--- config.mk ---
export PLATFORM = sky130hd
export DESIGN_NAME = stepper_encoder_position_correction_core
export DESIGN_NICKNAME = d
export VERILOG_FILES = /design/src/rtl/sepc_pkg.sv /design/src/rtl/stepper_encoder_position_correction_core.sv /design/src/rtl/sepc_ctrl.sv /design/src/rtl/sepc_datapath.sv
export SDC_FILE = /design/constraint.sdc
export NUM_CORES = 2
export LEC_CHECK = 0
export ABC_CLOCK_PERIOD_IN_PS = 8650
export BUFFER_PORTS_ARGS = -buffer_cell sky130_fd_sc_hd__buf_2
export CORE_AREA = 2 2 431 347
export CTS_CLUSTER_SIZE = 25
export DETAILED_ROUTE_END_ITERATION = 10
export DIE_AREA = 0 0 433 349
export PLACE_DENSITY = 0.78
export SLEW_MARGIN = 10
export SYNTH_ARGS = -nofsm -noshare
export SYNTH_HDL_FRONTEND = slang
export SYNTH_SLANG_ARGS = --single-unit
--- constraint.sdc ---
create_clock -name clk -period 8.65 [get_ports clk]
set_input_delay 0.865 -clock clk [delete_from_list [all_inputs] [get_ports clk]]
set_output_delay 0.865 -clock clk [all_outputs]
set_load 0.05 [all_outputs]
--- src/rtl/sepc_pkg.sv ---
// Shared types, constants and helpers for the stepper encoder position correction block.
// Used by sepc_ctrl, sepc_datapath and the top level; depends on nothing else.
`timescale 1ns / 1ps

package sepc_pkg;

    // fixed widths of the position and encoder words
    localparam int POSITION_BITS = 32;
    localparam int ENCODER_BITS  = 16;

    // dividend of the count-to-step division: raw count times steps per revolution
    localparam int DIV_W   = ENCODER_BITS + 16;
    localparam int DCNT_W  = $clog2(DIV_W);

    // encoder counts per revolution, clamped range
    localparam int CNT_W = 17;
    localparam logic [CNT_W-1:0] CNT_MIN = CNT_W'(2);
    localparam logic [CNT_W-1:0] CNT_MAX = CNT_W'(65536);

    // wide signed values that get saturated to the position width
    localparam int WIDE_W = 51;
    localparam logic signed [WIDE_W-1:0] POS_HI = WIDE_W'((64'd1 << (POSITION_BITS - 1)) - 64'd1);
    localparam logic signed [WIDE_W-1:0] POS_LO = -POS_HI - WIDE_W'(1);

    // configuration register indexes
    localparam logic [2:0] REG_STEPS_PER_REV   = 3'd0;
    localparam logic [2:0] REG_ENCODER_COUNTS  = 3'd1;
    localparam logic [2:0] REG_CORR_THRESHOLD  = 3'd2;
    localparam logic [2:0] REG_CORR_LIMIT      = 3'd3;
    localparam logic [2:0] REG_INITIAL_SYNC    = 3'd4;
    localparam logic [2:0] REG_SETTLE_WINDOW   = 3'd5;
    localparam logic [2:0] REG_AUTO_DISABLE    = 3'd6;

    // action codes of a result
    localparam logic [2:0] ACT_NONE    = 3'd0;
    localparam logic [2:0] ACT_SYNC    = 3'd1;
    localparam logic [2:0] ACT_RESYNC  = 3'd2;
    localparam logic [2:0] ACT_CORRECT = 3'd3;
    localparam logic [2:0] ACT_DISABLE = 3'd4;
    localparam logic [2:0] ACT_BELOW   = 3'd5;
    localparam logic [2:0] ACT_NOISE   = 3'd6;
    localparam logic [2:0] ACT_HOLD    = 3'd7;

    typedef struct packed {
        logic [15:0] steps_per_rev;
        logic [16:0] encoder_counts;
        logic [15:0] correction_threshold;
        logic [19:0] corr_limit;
        logic        initial_sync;
        logic [31:0] settle_window_ms;
        logic        auto_disable;
    } cfg_t;

    // commands from the controller to the datapath
    typedef struct packed {
        logic latch_in;
        logic do_turn;
        logic do_mult;
        logic do_div;
        logic do_conv;
        logic do_decide;
    } ctrl_cmd_t;

    // status from the datapath to the controller
    typedef struct packed {
        logic div_done;
    } ctrl_stat_t;

    typedef struct packed {
        logic [2:0]                       action;
        logic signed [POSITION_BITS-1:0]  new_position;
        logic signed [POSITION_BITS-1:0]  position_error;
        logic                             error_valid;
        logic                             motor_enabled;
    } result_t;

    // saturate a wide signed value to the position width
    function automatic logic signed [POSITION_BITS-1:0] sat_pos(input logic signed [WIDE_W-1:0] v);
        logic signed [WIDE_W-1:0] r;
        begin
            if (v > POS_HI)
            begin
                r = POS_HI;
            end
            else if (v < POS_LO)
            begin
                r = POS_LO;
            end
            else
            begin
                r = v;
            end
            return r[POSITION_BITS-1:0];
        end
    endfunction

endpackage

--- src/rtl/stepper_encoder_position_correction_core.sv ---
// Top level of the stepper encoder position correction block: configuration
// registers, output register and the controller/datapath pair.
// Depends on sepc_pkg, sepc_ctrl and sepc_datapath.
`timescale 1ns / 1ps

// Usage
//   Input stream s_*: one transfer per encoder sample carrying the raw encoder
//   count, the motor's step position and target, and the millisecond time.
//   Output stream m_*: exactly one transfer per sample with the action, the
//   position to write back, the step error and the enable status.
//   Configuration: cfg_we writes cfg_data to register cfg_addr;
//   write only while no sample is in flight.
// Processing
//   A sample goes through the turn update, the multiplies, the 32-step
//   bit-serial division of count times steps per revolution by the encoder
//   counts, the conversion and the decision into the output register. A new
//   sample is taken only once the last one has reached the output register.
// Reset and stalls
//   rst_n clears the tracking state and loads the register defaults; the first
//   sample after reset performs the initial sync. A finished result waits in
//   the output register while m_tready is low; the next sample is still taken
//   and worked on, and its decision waits until the register is free.
module stepper_encoder_position_correction_core (
    input  logic         clk,
    input  logic         rst_n,
    // configuration write port
    input  logic         cfg_we,
    input  logic [2:0]   cfg_addr,
    input  logic [31:0]  cfg_data,
    // sample stream
    input  logic         s_tvalid,
    output logic         s_tready,
    input  logic [111:0] s_tdata,  // encoder_position[15:0], motor_position[47:16],
                                   // goal_position[79:48], now_ms[111:80]
    // result stream
    output logic         m_tvalid,
    input  logic         m_tready,
    output logic [71:0]  m_tdata,  // new_position[31:0], position_error[63:32],
                                   // motor_enabled[64], zero fill[71:65]
    output logic [3:0]   m_tuser   // action[2:0], error_valid[3]
);
    import sepc_pkg::*;

    cfg_t       cfg_reg;
    ctrl_cmd_t  cmd;
    ctrl_stat_t stat;
    result_t    result;
    result_t    out_reg;
    logic       out_valid_reg;
    logic       out_free;

    // configuration registers
    always_ff @(posedge clk or negedge rst_n)
    begin
        if (!rst_n)
        begin
            cfg_reg.steps_per_rev        <= 16'd200;
            cfg_reg.encoder_counts       <= 17'd4096;
            cfg_reg.correction_threshold <= 16'd2;
            cfg_reg.corr_limit           <= 20'd1000;
            cfg_reg.initial_sync         <= 1'b1;
            cfg_reg.settle_window_ms     <= 32'd500;
            cfg_reg.auto_disable         <= 1'b0;
        end
        else if (cfg_we)
        begin
            unique case (cfg_addr)
                REG_STEPS_PER_REV:  cfg_reg.steps_per_rev        <= cfg_data[15:0];
                REG_ENCODER_COUNTS: cfg_reg.encoder_counts       <= cfg_data[16:0];
                REG_CORR_THRESHOLD: cfg_reg.correction_threshold <= cfg_data[15:0];
                REG_CORR_LIMIT:     cfg_reg.corr_limit           <= cfg_data[19:0];
                REG_INITIAL_SYNC:   cfg_reg.initial_sync         <= cfg_data[0];
                REG_SETTLE_WINDOW:  cfg_reg.settle_window_ms     <= cfg_data;
                REG_AUTO_DISABLE:   cfg_reg.auto_disable         <= cfg_data[0];
                default:
                begin
                end
            endcase
        end
    end

    assign out_free = !out_valid_reg || m_tready;

    sepc_ctrl u_ctrl (
        .clk      (clk),
        .rst_n    (rst_n),
        .in_valid (s_tvalid),
        .out_free (out_free),
        .stat     (stat),
        .in_ready (s_tready),
        .cmd      (cmd)
    );

    sepc_datapath u_datapath (
        .clk                 (clk),
        .rst_n               (rst_n),
        .cfg                 (cfg_reg),
        .in_encoder_position (s_tdata[15:0]),
        .in_motor_position   (signed'(s_tdata[47:16])),
        .in_goal_position    (signed'(s_tdata[79:48])),
        .in_now_ms           (s_tdata[111:80]),
        .cmd                 (cmd),
        .stat                (stat),
        .result              (result)
    );

    // output register, loaded by the decision step
    always_ff @(posedge clk or negedge rst_n)
    begin
        if (!rst_n)
        begin
            out_valid_reg <= 1'b0;
        end
        else if (cmd.do_decide)
        begin
            out_valid_reg <= 1'b1;
        end
        else if (m_tready)
        begin
            out_valid_reg <= 1'b0;
        end
    end

    always_ff @(posedge clk)
    begin
        if (cmd.do_decide)
        begin
            out_reg <= result;
        end
    end

    assign m_tvalid = out_valid_reg;
    assign m_tdata  = {7'b0, out_reg.motor_enabled, out_reg.position_error,
                       out_reg.new_position};
    assign m_tuser  = {out_reg.error_valid, out_reg.action};

endmodule

--- src/rtl/sepc_ctrl.sv ---
// Sequencing state machine of the position correction block.
// Depends on sepc_pkg for the command and status structs.
`timescale 1ns / 1ps

module sepc_ctrl (
    input  logic                  clk,
    input  logic                  rst_n,
    input  logic                  in_valid,
    input  logic                  out_free,
    input  sepc_pkg::ctrl_stat_t  stat,
    output logic                  in_ready,
    output sepc_pkg::ctrl_cmd_t   cmd
);
    import sepc_pkg::*;

    localparam logic [2:0] S_IDLE   = 3'd0;
    localparam logic [2:0] S_TURN   = 3'd1;
    localparam logic [2:0] S_MULT   = 3'd2;
    localparam logic [2:0] S_DIV    = 3'd3;
    localparam logic [2:0] S_CONV   = 3'd4;
    localparam logic [2:0] S_DECIDE = 3'd5;

    logic [2:0] state_reg;
    logic [2:0] state_next;

    assign in_ready = (state_reg == S_IDLE);

    // next state and commands
    always_comb
    begin
        state_next = state_reg;
        cmd        = '0;
        unique case (state_reg)
            S_IDLE:
            begin
                if (in_valid)
                begin
                    cmd.latch_in = 1'b1;
                    state_next   = S_TURN;
                end
            end
            S_TURN:
            begin
                cmd.do_turn = 1'b1;
                state_next  = S_MULT;
            end
            S_MULT:
            begin
                cmd.do_mult = 1'b1;
                state_next  = S_DIV;
            end
            S_DIV:
            begin
                cmd.do_div = 1'b1;
                if (stat.div_done)
                begin
                    state_next = S_CONV;
                end
            end
            S_CONV:
            begin
                cmd.do_conv = 1'b1;
                state_next  = S_DECIDE;
            end
            S_DECIDE:
            begin
                if (out_free)
                begin
                    cmd.do_decide = 1'b1;
                    state_next    = S_IDLE;
                end
            end
            default:
            begin
                state_next = S_IDLE;
            end
        endcase
    end

    // state register
    always_ff @(posedge clk or negedge rst_n)
    begin
        if (!rst_n)
        begin
            state_reg <= S_IDLE;
        end
        else
        begin
            state_reg <= state_next;
        end
    end

    // checks
    a_accept_starts: assert property (@(posedge clk) disable iff (!rst_n)
        cmd.latch_in |=> state_reg == S_TURN)
        else $error("accepted sample did not start the turn update");

    a_div_waits: assert property (@(posedge clk) disable iff (!rst_n)
        (state_reg == S_DIV && !stat.div_done) |=> state_reg == S_DIV)
        else $error("left the division before it finished");

    a_out_stall: assert property (@(posedge clk) disable iff (!rst_n)
        (state_reg == S_DECIDE && !out_free) |=> state_reg == S_DECIDE)
        else $error("decision taken while the output register was full");

endmodule

--- src/rtl/sepc_datapath.sv ---
// Datapath of the position correction block: turn counter, multipliers,
// bit-serial divider, step conversion and correction decision with its state.
// Depends on sepc_pkg; driven by commands from sepc_ctrl.
`timescale 1ns / 1ps

module sepc_datapath (
    input  logic                                   clk,
    input  logic                                   rst_n,
    input  sepc_pkg::cfg_t                         cfg,
    input  logic [15:0]                            in_encoder_position,
    input  logic signed [sepc_pkg::POSITION_BITS-1:0] in_motor_position,
    input  logic signed [sepc_pkg::POSITION_BITS-1:0] in_goal_position,
    input  logic [31:0]                            in_now_ms,
    input  sepc_pkg::ctrl_cmd_t                    cmd,
    output sepc_pkg::ctrl_stat_t                   stat,
    output sepc_pkg::result_t                      result
);
    import sepc_pkg::*;

    // sample registers
    logic [ENCODER_BITS-1:0]         enc_reg;
    logic signed [POSITION_BITS-1:0] motor_reg;
    logic signed [POSITION_BITS-1:0] target_reg;
    logic [31:0]                     now_reg;

    // persistent state
    logic                            started_reg;
    logic [ENCODER_BITS-1:0]         prev_reg;
    logic [31:0]                     turns_reg;
    logic [31:0]                     turns_next;
    logic                            disabled_reg;
    logic                            disabled_next;
    logic                            was_at_goal_reg;
    logic                            was_at_goal_next;
    logic [31:0]                     goal_time_reg;
    logic [31:0]                     goal_time_next;
    logic signed [POSITION_BITS-1:0] rem_target_reg;
    logic signed [POSITION_BITS-1:0] rem_target_next;

    // conversion pipeline
    logic signed [48:0]              tspr_reg;
    logic signed [49:0]              tc_reg;
    logic [DIV_W-1:0]                quo_reg;
    logic [CNT_W-1:0]                rem_reg;
    logic [DCNT_W-1:0]               dcnt_reg;
    logic                            neg_reg;
    logic signed [POSITION_BITS-1:0] actual_reg;

    logic [CNT_W-1:0]                cnt_eff;
    logic signed [18:0]              delta2;
    logic signed [18:0]              cnt_s;
    logic [CNT_W:0]                  shifted;
    logic [CNT_W+1:0]                trial;
    logic signed [WIDE_W-1:0]        abs_sum;
    logic [32:0]                     q_adj;
    logic signed [WIDE_W-1:0]        conv_sum;
    logic signed [32:0]              full;
    logic [32:0]                     mag;
    logic                            at_goal;
    logic [31:0]                     elapsed;
    logic                            held;

    // effective encoder counts per revolution
    always_comb
    begin
        priority if (cfg.encoder_counts < CNT_MIN)
        begin
            cnt_eff = CNT_MIN;
        end
        else if (cfg.encoder_counts > CNT_MAX)
        begin
            cnt_eff = CNT_MAX;
        end
        else
        begin
            cnt_eff = cfg.encoder_counts;
        end
    end

    // wrap detection: twice the jump against one revolution
    always_comb
    begin
        delta2 = (19'(signed'({1'b0, enc_reg})) - 19'(signed'({1'b0, prev_reg}))) <<< 1;
        cnt_s  = signed'({2'b00, cnt_eff});
        turns_next = turns_reg;
        if (started_reg)
        begin
            priority if (delta2 > cnt_s)
            begin
                turns_next = turns_reg - 32'd1;
            end
            else if (delta2 < -cnt_s)
            begin
                turns_next = turns_reg + 32'd1;
            end
        end
    end

    // one restoring division step, and sign of the absolute count
    always_comb
    begin
        shifted = {rem_reg, quo_reg[DIV_W-1]};
        trial   = {1'b0, shifted} - {2'b00, cnt_eff};
        abs_sum = WIDE_W'(tc_reg) + WIDE_W'(signed'({1'b0, enc_reg}));
    end

    assign stat.div_done = (dcnt_reg == DCNT_W'(DIV_W - 1));

    // conversion: turns*steps plus the quotient, rounded up when the absolute count is negative
    always_comb
    begin
        q_adj    = 33'(quo_reg) + 33'(neg_reg && (rem_reg != '0));
        conv_sum = WIDE_W'(tspr_reg) + WIDE_W'(signed'({1'b0, q_adj}));
    end

    // correction decision
    always_comb
    begin
        full    = 33'(actual_reg) - 33'(motor_reg);
        mag     = full[32] ? 33'(-full) : 33'(full);
        at_goal = (motor_reg == target_reg);
        goal_time_next   = goal_time_reg;
        was_at_goal_next = was_at_goal_reg;
        disabled_next    = disabled_reg;
        rem_target_next  = rem_target_reg;
        elapsed = '0;
        held    = 1'b0;
        result  = '0;
        result.action = ACT_NONE;

        priority if (!started_reg)
        begin
            if (cfg.initial_sync)
            begin
                result.action       = ACT_SYNC;
                result.new_position = actual_reg;
                rem_target_next     = actual_reg;
            end
            else
            begin
                rem_target_next = target_reg;
            end
        end
        else if (disabled_reg)
        begin
            if (target_reg != rem_target_reg)
            begin
                result.action       = ACT_RESYNC;
                result.new_position = actual_reg;
                disabled_next       = 1'b0;
                was_at_goal_next    = 1'b0;
                rem_target_next     = target_reg;
            end
        end
        else
        begin
            result.position_error = sat_pos(WIDE_W'(full));
            result.error_valid    = 1'b1;
            if (at_goal && !was_at_goal_reg)
            begin
                goal_time_next = now_reg;
            end
            was_at_goal_next = at_goal;
            elapsed = now_reg - goal_time_next;
            held    = at_goal && (elapsed > cfg.settle_window_ms);
            if (held)
            begin
                if (cfg.auto_disable)
                begin
                    result.action   = ACT_DISABLE;
                    disabled_next   = 1'b1;
                    rem_target_next = target_reg;
                end
                else
                begin
                    result.action = ACT_HOLD;
                end
            end
            else
            begin
                priority if (mag <= 33'(cfg.correction_threshold))
                begin
                    result.action = ACT_BELOW;
                end
                else if (mag > 33'(cfg.corr_limit))
                begin
                    result.action = ACT_NOISE;
                end
                else
                begin
                    result.action       = ACT_CORRECT;
                    result.new_position = actual_reg;
                end
            end
        end
        result.motor_enabled = !disabled_next;
    end

    // sample capture and conversion pipeline
    always_ff @(posedge clk)
    begin
        if (cmd.latch_in)
        begin
            enc_reg    <= in_encoder_position[ENCODER_BITS-1:0];
            motor_reg  <= in_motor_position;
            target_reg <= in_goal_position;
            now_reg    <= in_now_ms;
        end
        if (cmd.do_mult)
        begin
            tspr_reg <= 49'(signed'(turns_reg)) * 49'(signed'({1'b0, cfg.steps_per_rev}));
            tc_reg   <= 50'(signed'(turns_reg)) * 50'(signed'({1'b0, cnt_eff}));
            quo_reg  <= DIV_W'(enc_reg) * DIV_W'(cfg.steps_per_rev);
            rem_reg  <= '0;
        end
        if (cmd.do_div)
        begin
            neg_reg <= abs_sum[WIDE_W-1];
            if (!trial[CNT_W+1])
            begin
                rem_reg <= trial[CNT_W-1:0];
                quo_reg <= {quo_reg[DIV_W-2:0], 1'b1};
            end
            else
            begin
                rem_reg <= shifted[CNT_W-1:0];
                quo_reg <= {quo_reg[DIV_W-2:0], 1'b0};
            end
        end
        if (cmd.do_conv)
        begin
            actual_reg <= sat_pos(conv_sum);
        end
    end

    // division step counter
    always_ff @(posedge clk or negedge rst_n)
    begin
        if (!rst_n)
        begin
            dcnt_reg <= '0;
        end
        else if (cmd.do_mult)
        begin
            dcnt_reg <= '0;
        end
        else if (cmd.do_div)
        begin
            dcnt_reg <= dcnt_reg + DCNT_W'(1);
        end
    end

    // persistent tracking state
    always_ff @(posedge clk or negedge rst_n)
    begin
        if (!rst_n)
        begin
            started_reg     <= 1'b0;
            prev_reg        <= '0;
            turns_reg       <= '0;
            disabled_reg    <= 1'b0;
            was_at_goal_reg <= 1'b0;
            goal_time_reg   <= '0;
            rem_target_reg  <= '0;
        end
        else
        begin
            if (cmd.do_turn)
            begin
                turns_reg <= turns_next;
                prev_reg  <= enc_reg;
            end
            if (cmd.do_decide)
            begin
                started_reg     <= 1'b1;
                disabled_reg    <= disabled_next;
                was_at_goal_reg <= was_at_goal_next;
                goal_time_reg   <= goal_time_next;
                rem_target_reg  <= rem_target_next;
            end
        end
    end

    // checks
    a_rem_bound: assert property (@(posedge clk) disable iff (!rst_n)
        cmd.do_conv |-> rem_reg < cnt_eff)
        else $error("division remainder not below the divisor");

    a_disabled_started: assert property (@(posedge clk) disable iff (!rst_n)
        disabled_reg |-> started_reg)
        else $error("motor disabled before the first sample");

    a_decide_starts: assert property (@(posedge clk) disable iff (!rst_n)
        cmd.do_decide |=> started_reg)
        else $error("first decision did not mark tracking as started");

endmodule

* After elaboration in Yosys (flattened, before gate mapping)
Cells that the tools add are included.
** Storage, ports and cells
- Register bits :: 589
- Output and inout bits :: 78
- Bits of input ports :: 152
- Logic and storage cells :: 167
** Cells by class
- Reductions and logical operators :: 27
- $mul :: 3
- Muxes and demuxes :: 58
- Add/sub/neg operators :: 12
- Bitwise logic cells :: 2
- Magnitude comparators :: 11
- Eq/ne operators :: 21
** Operators by type and width (count)
- 2-to-1 mux 32 bit :: 18
- 2-to-1 mux 17 bit :: 5
- 2-to-1 mux 35 bit :: 2
- 2-to-1 mux 33 bit :: 2
- adder 50 x 17 -> 51 bit :: 1
- adder 49 x 34 -> 50 bit :: 1
- > comparator 50 x 32 -> 1 bit (second input constant) :: 1
- < comparator 50 x 32 -> 1 bit (second input constant) :: 1
- multiplier 32 x 18 -> 50 bit :: 1
- multiplier 32 x 17 -> 49 bit :: 1
- 2-to-1 mux 34 bit :: 1
- adder 32 x 1 -> 33 bit :: 1
- > comparator 33 x 20 -> 1 bit :: 1
- > comparator 33 x 32 -> 1 bit (second input constant) :: 1
- less-or-equal comparator 33 x 16 -> 1 bit :: 1
- < comparator 33 x 32 -> 1 bit (second input constant) :: 1
- negator 33 bit :: 1
- subtractor 32 x 32 -> 33 bit :: 1
- adder 32 x 1 -> 32 bit (second input constant) :: 1
- equality test 32 bit :: 1
- > comparator 32 bit :: 1
- multiplier 16 x 16 -> 32 bit :: 1
- != test 32 bit :: 1
- subtractor 32 x 1 -> 32 bit (second input constant) :: 1
- 33 further kinds :: 87

* Depth between registers and ports, before layout
- Word-level depth :: 12
- Gate-level depth with buffers :: 37

* By module
From an unflattened synthesis, not the netlist that was laid out.
** Second synthesis, totals
- Cell total of the unflattened synthesis :: 8478
- Area, all modules :: 80786.2 um^2
** By module, submodules not included
- sepc_datapath :: instances 1, area an instance 74398.9 um^2, cells an instance 8151
- stepper_encoder_position_correction_core :: instances 1, area an instance 6170.9 um^2, cells an instance 303
- sepc_ctrl :: instances 1, area an instance 216.5 um^2, cells an instance 24

* Worst setup path before layout
No wires, ideal clock.
- Path type :: flip-flop to flip-flop
- Start point :: register cfg_reg[75] (netlist bit)
- End point :: register u_datapath.tc_reg[48] (data pin)
- Clock period less this slack :: 8.023 ns
- Cell stages (with the launch flop) :: 35
- Arrival time :: 7.765 ns
- Path buffers :: 4
- Slack :: 0.627 ns
- Required time :: 8.392 ns
- Cells stage by stage :: dfrtp_1 clkbuf_1 nor4_1 nand4_1 o21ai_0 clkbuf_1 and2_1 clkbuf_1 clkbuf_1 nand2_1 fa_1 inv_1 fa_1 inv_1 fa_1 inv_1 fa_1 fa_1 inv_1 fa_1 inv_1 ha_1 a21o_1 a21o_1 a21o_1 a221oi_1 a31oi_1 o21ai_0 a31oi_1 a211oi_1 or3_1 o21ai_0 a211o_1 a31oi_1 xnor2_1
** Between the ends
- Longest elaborated chain between the ends :: 4
- Elaborated cells on any way between the ends :: 5
** RTL lines
- start, declared :: line stepper_encoder_position_correction_core.sv:44 : cfg_t cfg_reg;
- > comparator 17 bit :: line sepc_datapath.sv:70 : else if (cfg.encoder_counts > CNT_MAX)
- 2-to-1 mux 17 bit :: line sepc_datapath.sv:70
- 2-to-1 mux 17 bit * :: line sepc_datapath.sv:66 : priority if (cfg.encoder_counts < CNT_MIN)
- multiplier 32 x 18 -> 50 bit * :: line sepc_datapath.sv:212 : tc_reg <= 50'(signed'(turns_reg)) * 50'(signed'({1'b0, cnt_eff}));
- end signal, assigned :: line sepc_datapath.sv:212
- end, declared :: line sepc_datapath.sv:42 : logic signed [49:0] tc_reg;
Mark *: on every way between the ends. The rest lies on a longest branch, timed or not.
A chain may end at the register's enable or synchronous reset.

* Worst setup path in the final report
- Start point :: register cfg_reg[85] (netlist bit)
- End point :: register u_datapath.tc_reg[48] (data pin)
The elaborated chain is that of the path after synthesis.

==> summary.txt <==
Crit. End Element: flip-flop
# placed instances: 10,430
Die Span X: 433 um
H-tree lvl count: 3
Area of the core: 146,800 sq um
Crit-path most repeated cell: fa_1
Vias in the first global route: 63,110
Critical path type: reg2reg
Largest net degree at the start of global routing: 87
Synthesized area: 80,400 sq um
Sequential-to-total area share from yosys stat: 20.61%
CP Launch Point: cfg_reg[85]
DRC violations left: 0
Total Neg Setup Slack: 0 ps
Final Setup Violations: 0
CP peak stage delay: 560 ps
Grt ovf: 0
Worst skew pair latency: 730 ps
Final wirelength: 223,500 um
Synth unique cells: 95
Largest cells by area after synthesis: fa_1 (30%), edfxtp_1 (14%), ha_1 (9.7%), inv_1 (7.5%), dfrtp_1 (6.5%)
Final Wtd Congestion: 0.9936
Router iterations before antenna repair: 8
Wirelength per Cell: 21.15 um
Measured slew at the worst slew-check pin: 1390 ps
Clk buf depth: 3
Max reg flops: 103
Antenna-violating nets left: 0
Max-Cap Viols: 0
#FFs+latches synth: 589
IO Port Bufs: 222
Clk_skew: 49.25 ps
Fin area: 86,620 sq um
Vias: 60,800
Area Overhead vs Synth: 7.744%
Vias per cell: 5.756
Hold Slack: 151.1 ps
Crit-path slowest cell: fa_1
Clock-pin slew on the worst setup and hold paths: 60 ps
Worst reg-to-reg path cell count: 30
Placed cell areas: 84,090 sq um
Outcome: finished clean
Crit Reg-Reg Endpoint: u_datapath.tc_reg[48]
Warnings from Yosys: 0
Post-route minimum period: 8356 ps
CTS tree: done
Final Max Slew Viols: 0
WP data required: 9110 ps
Share of the synthesized area in the top cell type: 30.13%
Antenna violations before repair: 7
Cell row count: 126
Hold crit path type: in2async
Detailed Place HPWL: 176,400 um
Share of cells above drive strength 1: 9.853%
Dominant synthesized flop cell: edfxtp_1
Synthesized area per cell: 9.565 sq um
First-pass GRT wire length: 352,700 um
Critical Path AT: 8820 ps
Reg2reg setup slack: 290 ps
Clk sinks: 589
RR Startpoint: cfg_reg[85]
Fmax: 119.7 MHz
Final Net Count: 10,500
Number of synthesized flops with an enable pin: 362
CP startpoint kind: flip-flop
Crit-path max FO: 42
I/O Pins: 230
Rel. slew slack: 6.776%
Non-Filler Instances: 10,560
CTS Buf Count: 69
CTS root buffer: clkbuf_16
Cell taking the most area after synthesis: fa_1
Mapped Cells: 8,405
Final Hold Fails: 0
Initial DRC Count: 5,503
GRT Overall Usage: 30.06%
Die Ht: 349 um
Final period utilization: 96.60%
Initial Util: 54.78%
Die area: 151,100 sq um
Worst setup path end: u_datapath.tc_reg[48]
Async SR Flop Fraction: 38.54%
## synthesized netlist by cell type, drive strengths merged (11+ instances only)
library cell	number
nand2	952
nor3	82
nand3	81
a211o	14
nand4	75
a21boi	52
buf	24
o21bai	31
a31oi	39
or2	15
a21oi	303
xnor2	283
or3	19
fa	1210
a211oi	30
o41ai	12
a31o	11
edfxtp	362
inv	1617
dfrtp	209
mux2	211
ha	622
o211ai	27
o21ai	199
nand2b	39
nor2	289
and3	190
dfstp	18
o21a	54
or4	13
a21o	128
mux2i	51
and4	11
o31ai	21
nor2b	53
and2	454
clkbuf	348
nor3b	11
nor4	32
xor2	98
## per-stage QoR
step | setup slack (ps) | utilization [%]
after floorplan | 627.5 | -
after global placement | 195.3 | 57.29
after detailed placement | -53.77 | 57.29
after CTS | 17.53 | 58.88
after global routing | -50.80 | 59.02
final | 294.5 | 59.02
## worst max-delay path: cells and delay by family (launching register included)
kind / cells / cell delay (ps)
xor+xnor: 1 / 140
compound gates: 12 / 2310
buf+inv: 6 / 690
fa+ha+maj: 7 / 3250
simple gates: 4 / 1280
flops: 1 / 410
## layout by cell type, fill, tap and decap left out, drive strengths merged, types with 98 or more instances in the layout
| master | netlist | final |
|---|---|---|
| inv | 1617 | 1623 |
| buf | 24 | 407 |
| nand2 | 952 | 952 |
| a21o | 128 | 128 |
| o21ai | 199 | 199 |
| edfxtp | 362 | 362 |
| xor2 | 98 | 98 |
| fa | 1210 | 1210 |
| and2 | 454 | 454 |
| xnor2 | 283 | 283 |
| a21oi | 303 | 303 |
| nor2 | 289 | 289 |
| dfrtp | 209 | 209 |
| and3 | 190 | 190 |
| ha | 622 | 622 |
| mux2 | 211 | 211 |
## what timing repair did
| item | 4_1_cts | 5_1_grt |
|---|---|---|
| hold buffers | 0 | 0 |
| buffers inserted | 0 | 5 |
| cloned | 0 | 1 |
| setup endpoints to repair | 49 | 87 |
| gates resized for setup | 3 | 36 |
| hold endpoints to repair | 0 | 0 |
| pin swaps | 0 | 5 |
## how the worst min path moves through the flow
stage                                       from                     end  slack (ps)  cells past startpoint
final                                      rst_n                m_tvalid         150                      1
after global placement    u_datapath.dcnt_reg[4]  u_datapath.dcnt_reg[4]         470                      2
after CTS                                  rst_n                m_tvalid         200                      1
after floorplan           u_datapath.dcnt_reg[4]  u_datapath.dcnt_reg[4]         460                      2
after global routing                       rst_n                m_tvalid         230                      1
after detailed placement  u_datapath.dcnt_reg[4]  u_datapath.dcnt_reg[4]         480                      2
## cell families after synthesis
family                   after synthesis  synth area share (%)
adder cells (fa/ha/maj)             1832                 39.81
flip-flops                           589                 20.61
AND/OR/NAND/NOR                     2333                 14.20
other                                  1              0.004664
multiplexers                         262                 3.590
AO/OA/AOI/OAI                       1016                 8.242
buffers and inverters               1991                 9.377
XOR/XNOR                             381                 4.160
## final cells by class
type                    count  area [sq um]
diodes                      3         7.507
clock buffers              89          1893
clock inverters            39         427.9
fillers                 12220         60150
inverters                1619          6077
multi-input cells        5833         56560
flip-flops and latches    589         16580
well taps                1984          2482
repair buffers            407          2599
## metal layers
metal	part of all wire [%]	GRT usage [%]
met5	0.012	0
met2	45	46.53
met1	41	41.38
met4	4.4	12.03
met3	9.9	6.355
Power is left out: the tool's default activity adds up to more than one toggle a clock period on the data nets, which glitch-free logic cannot reach.
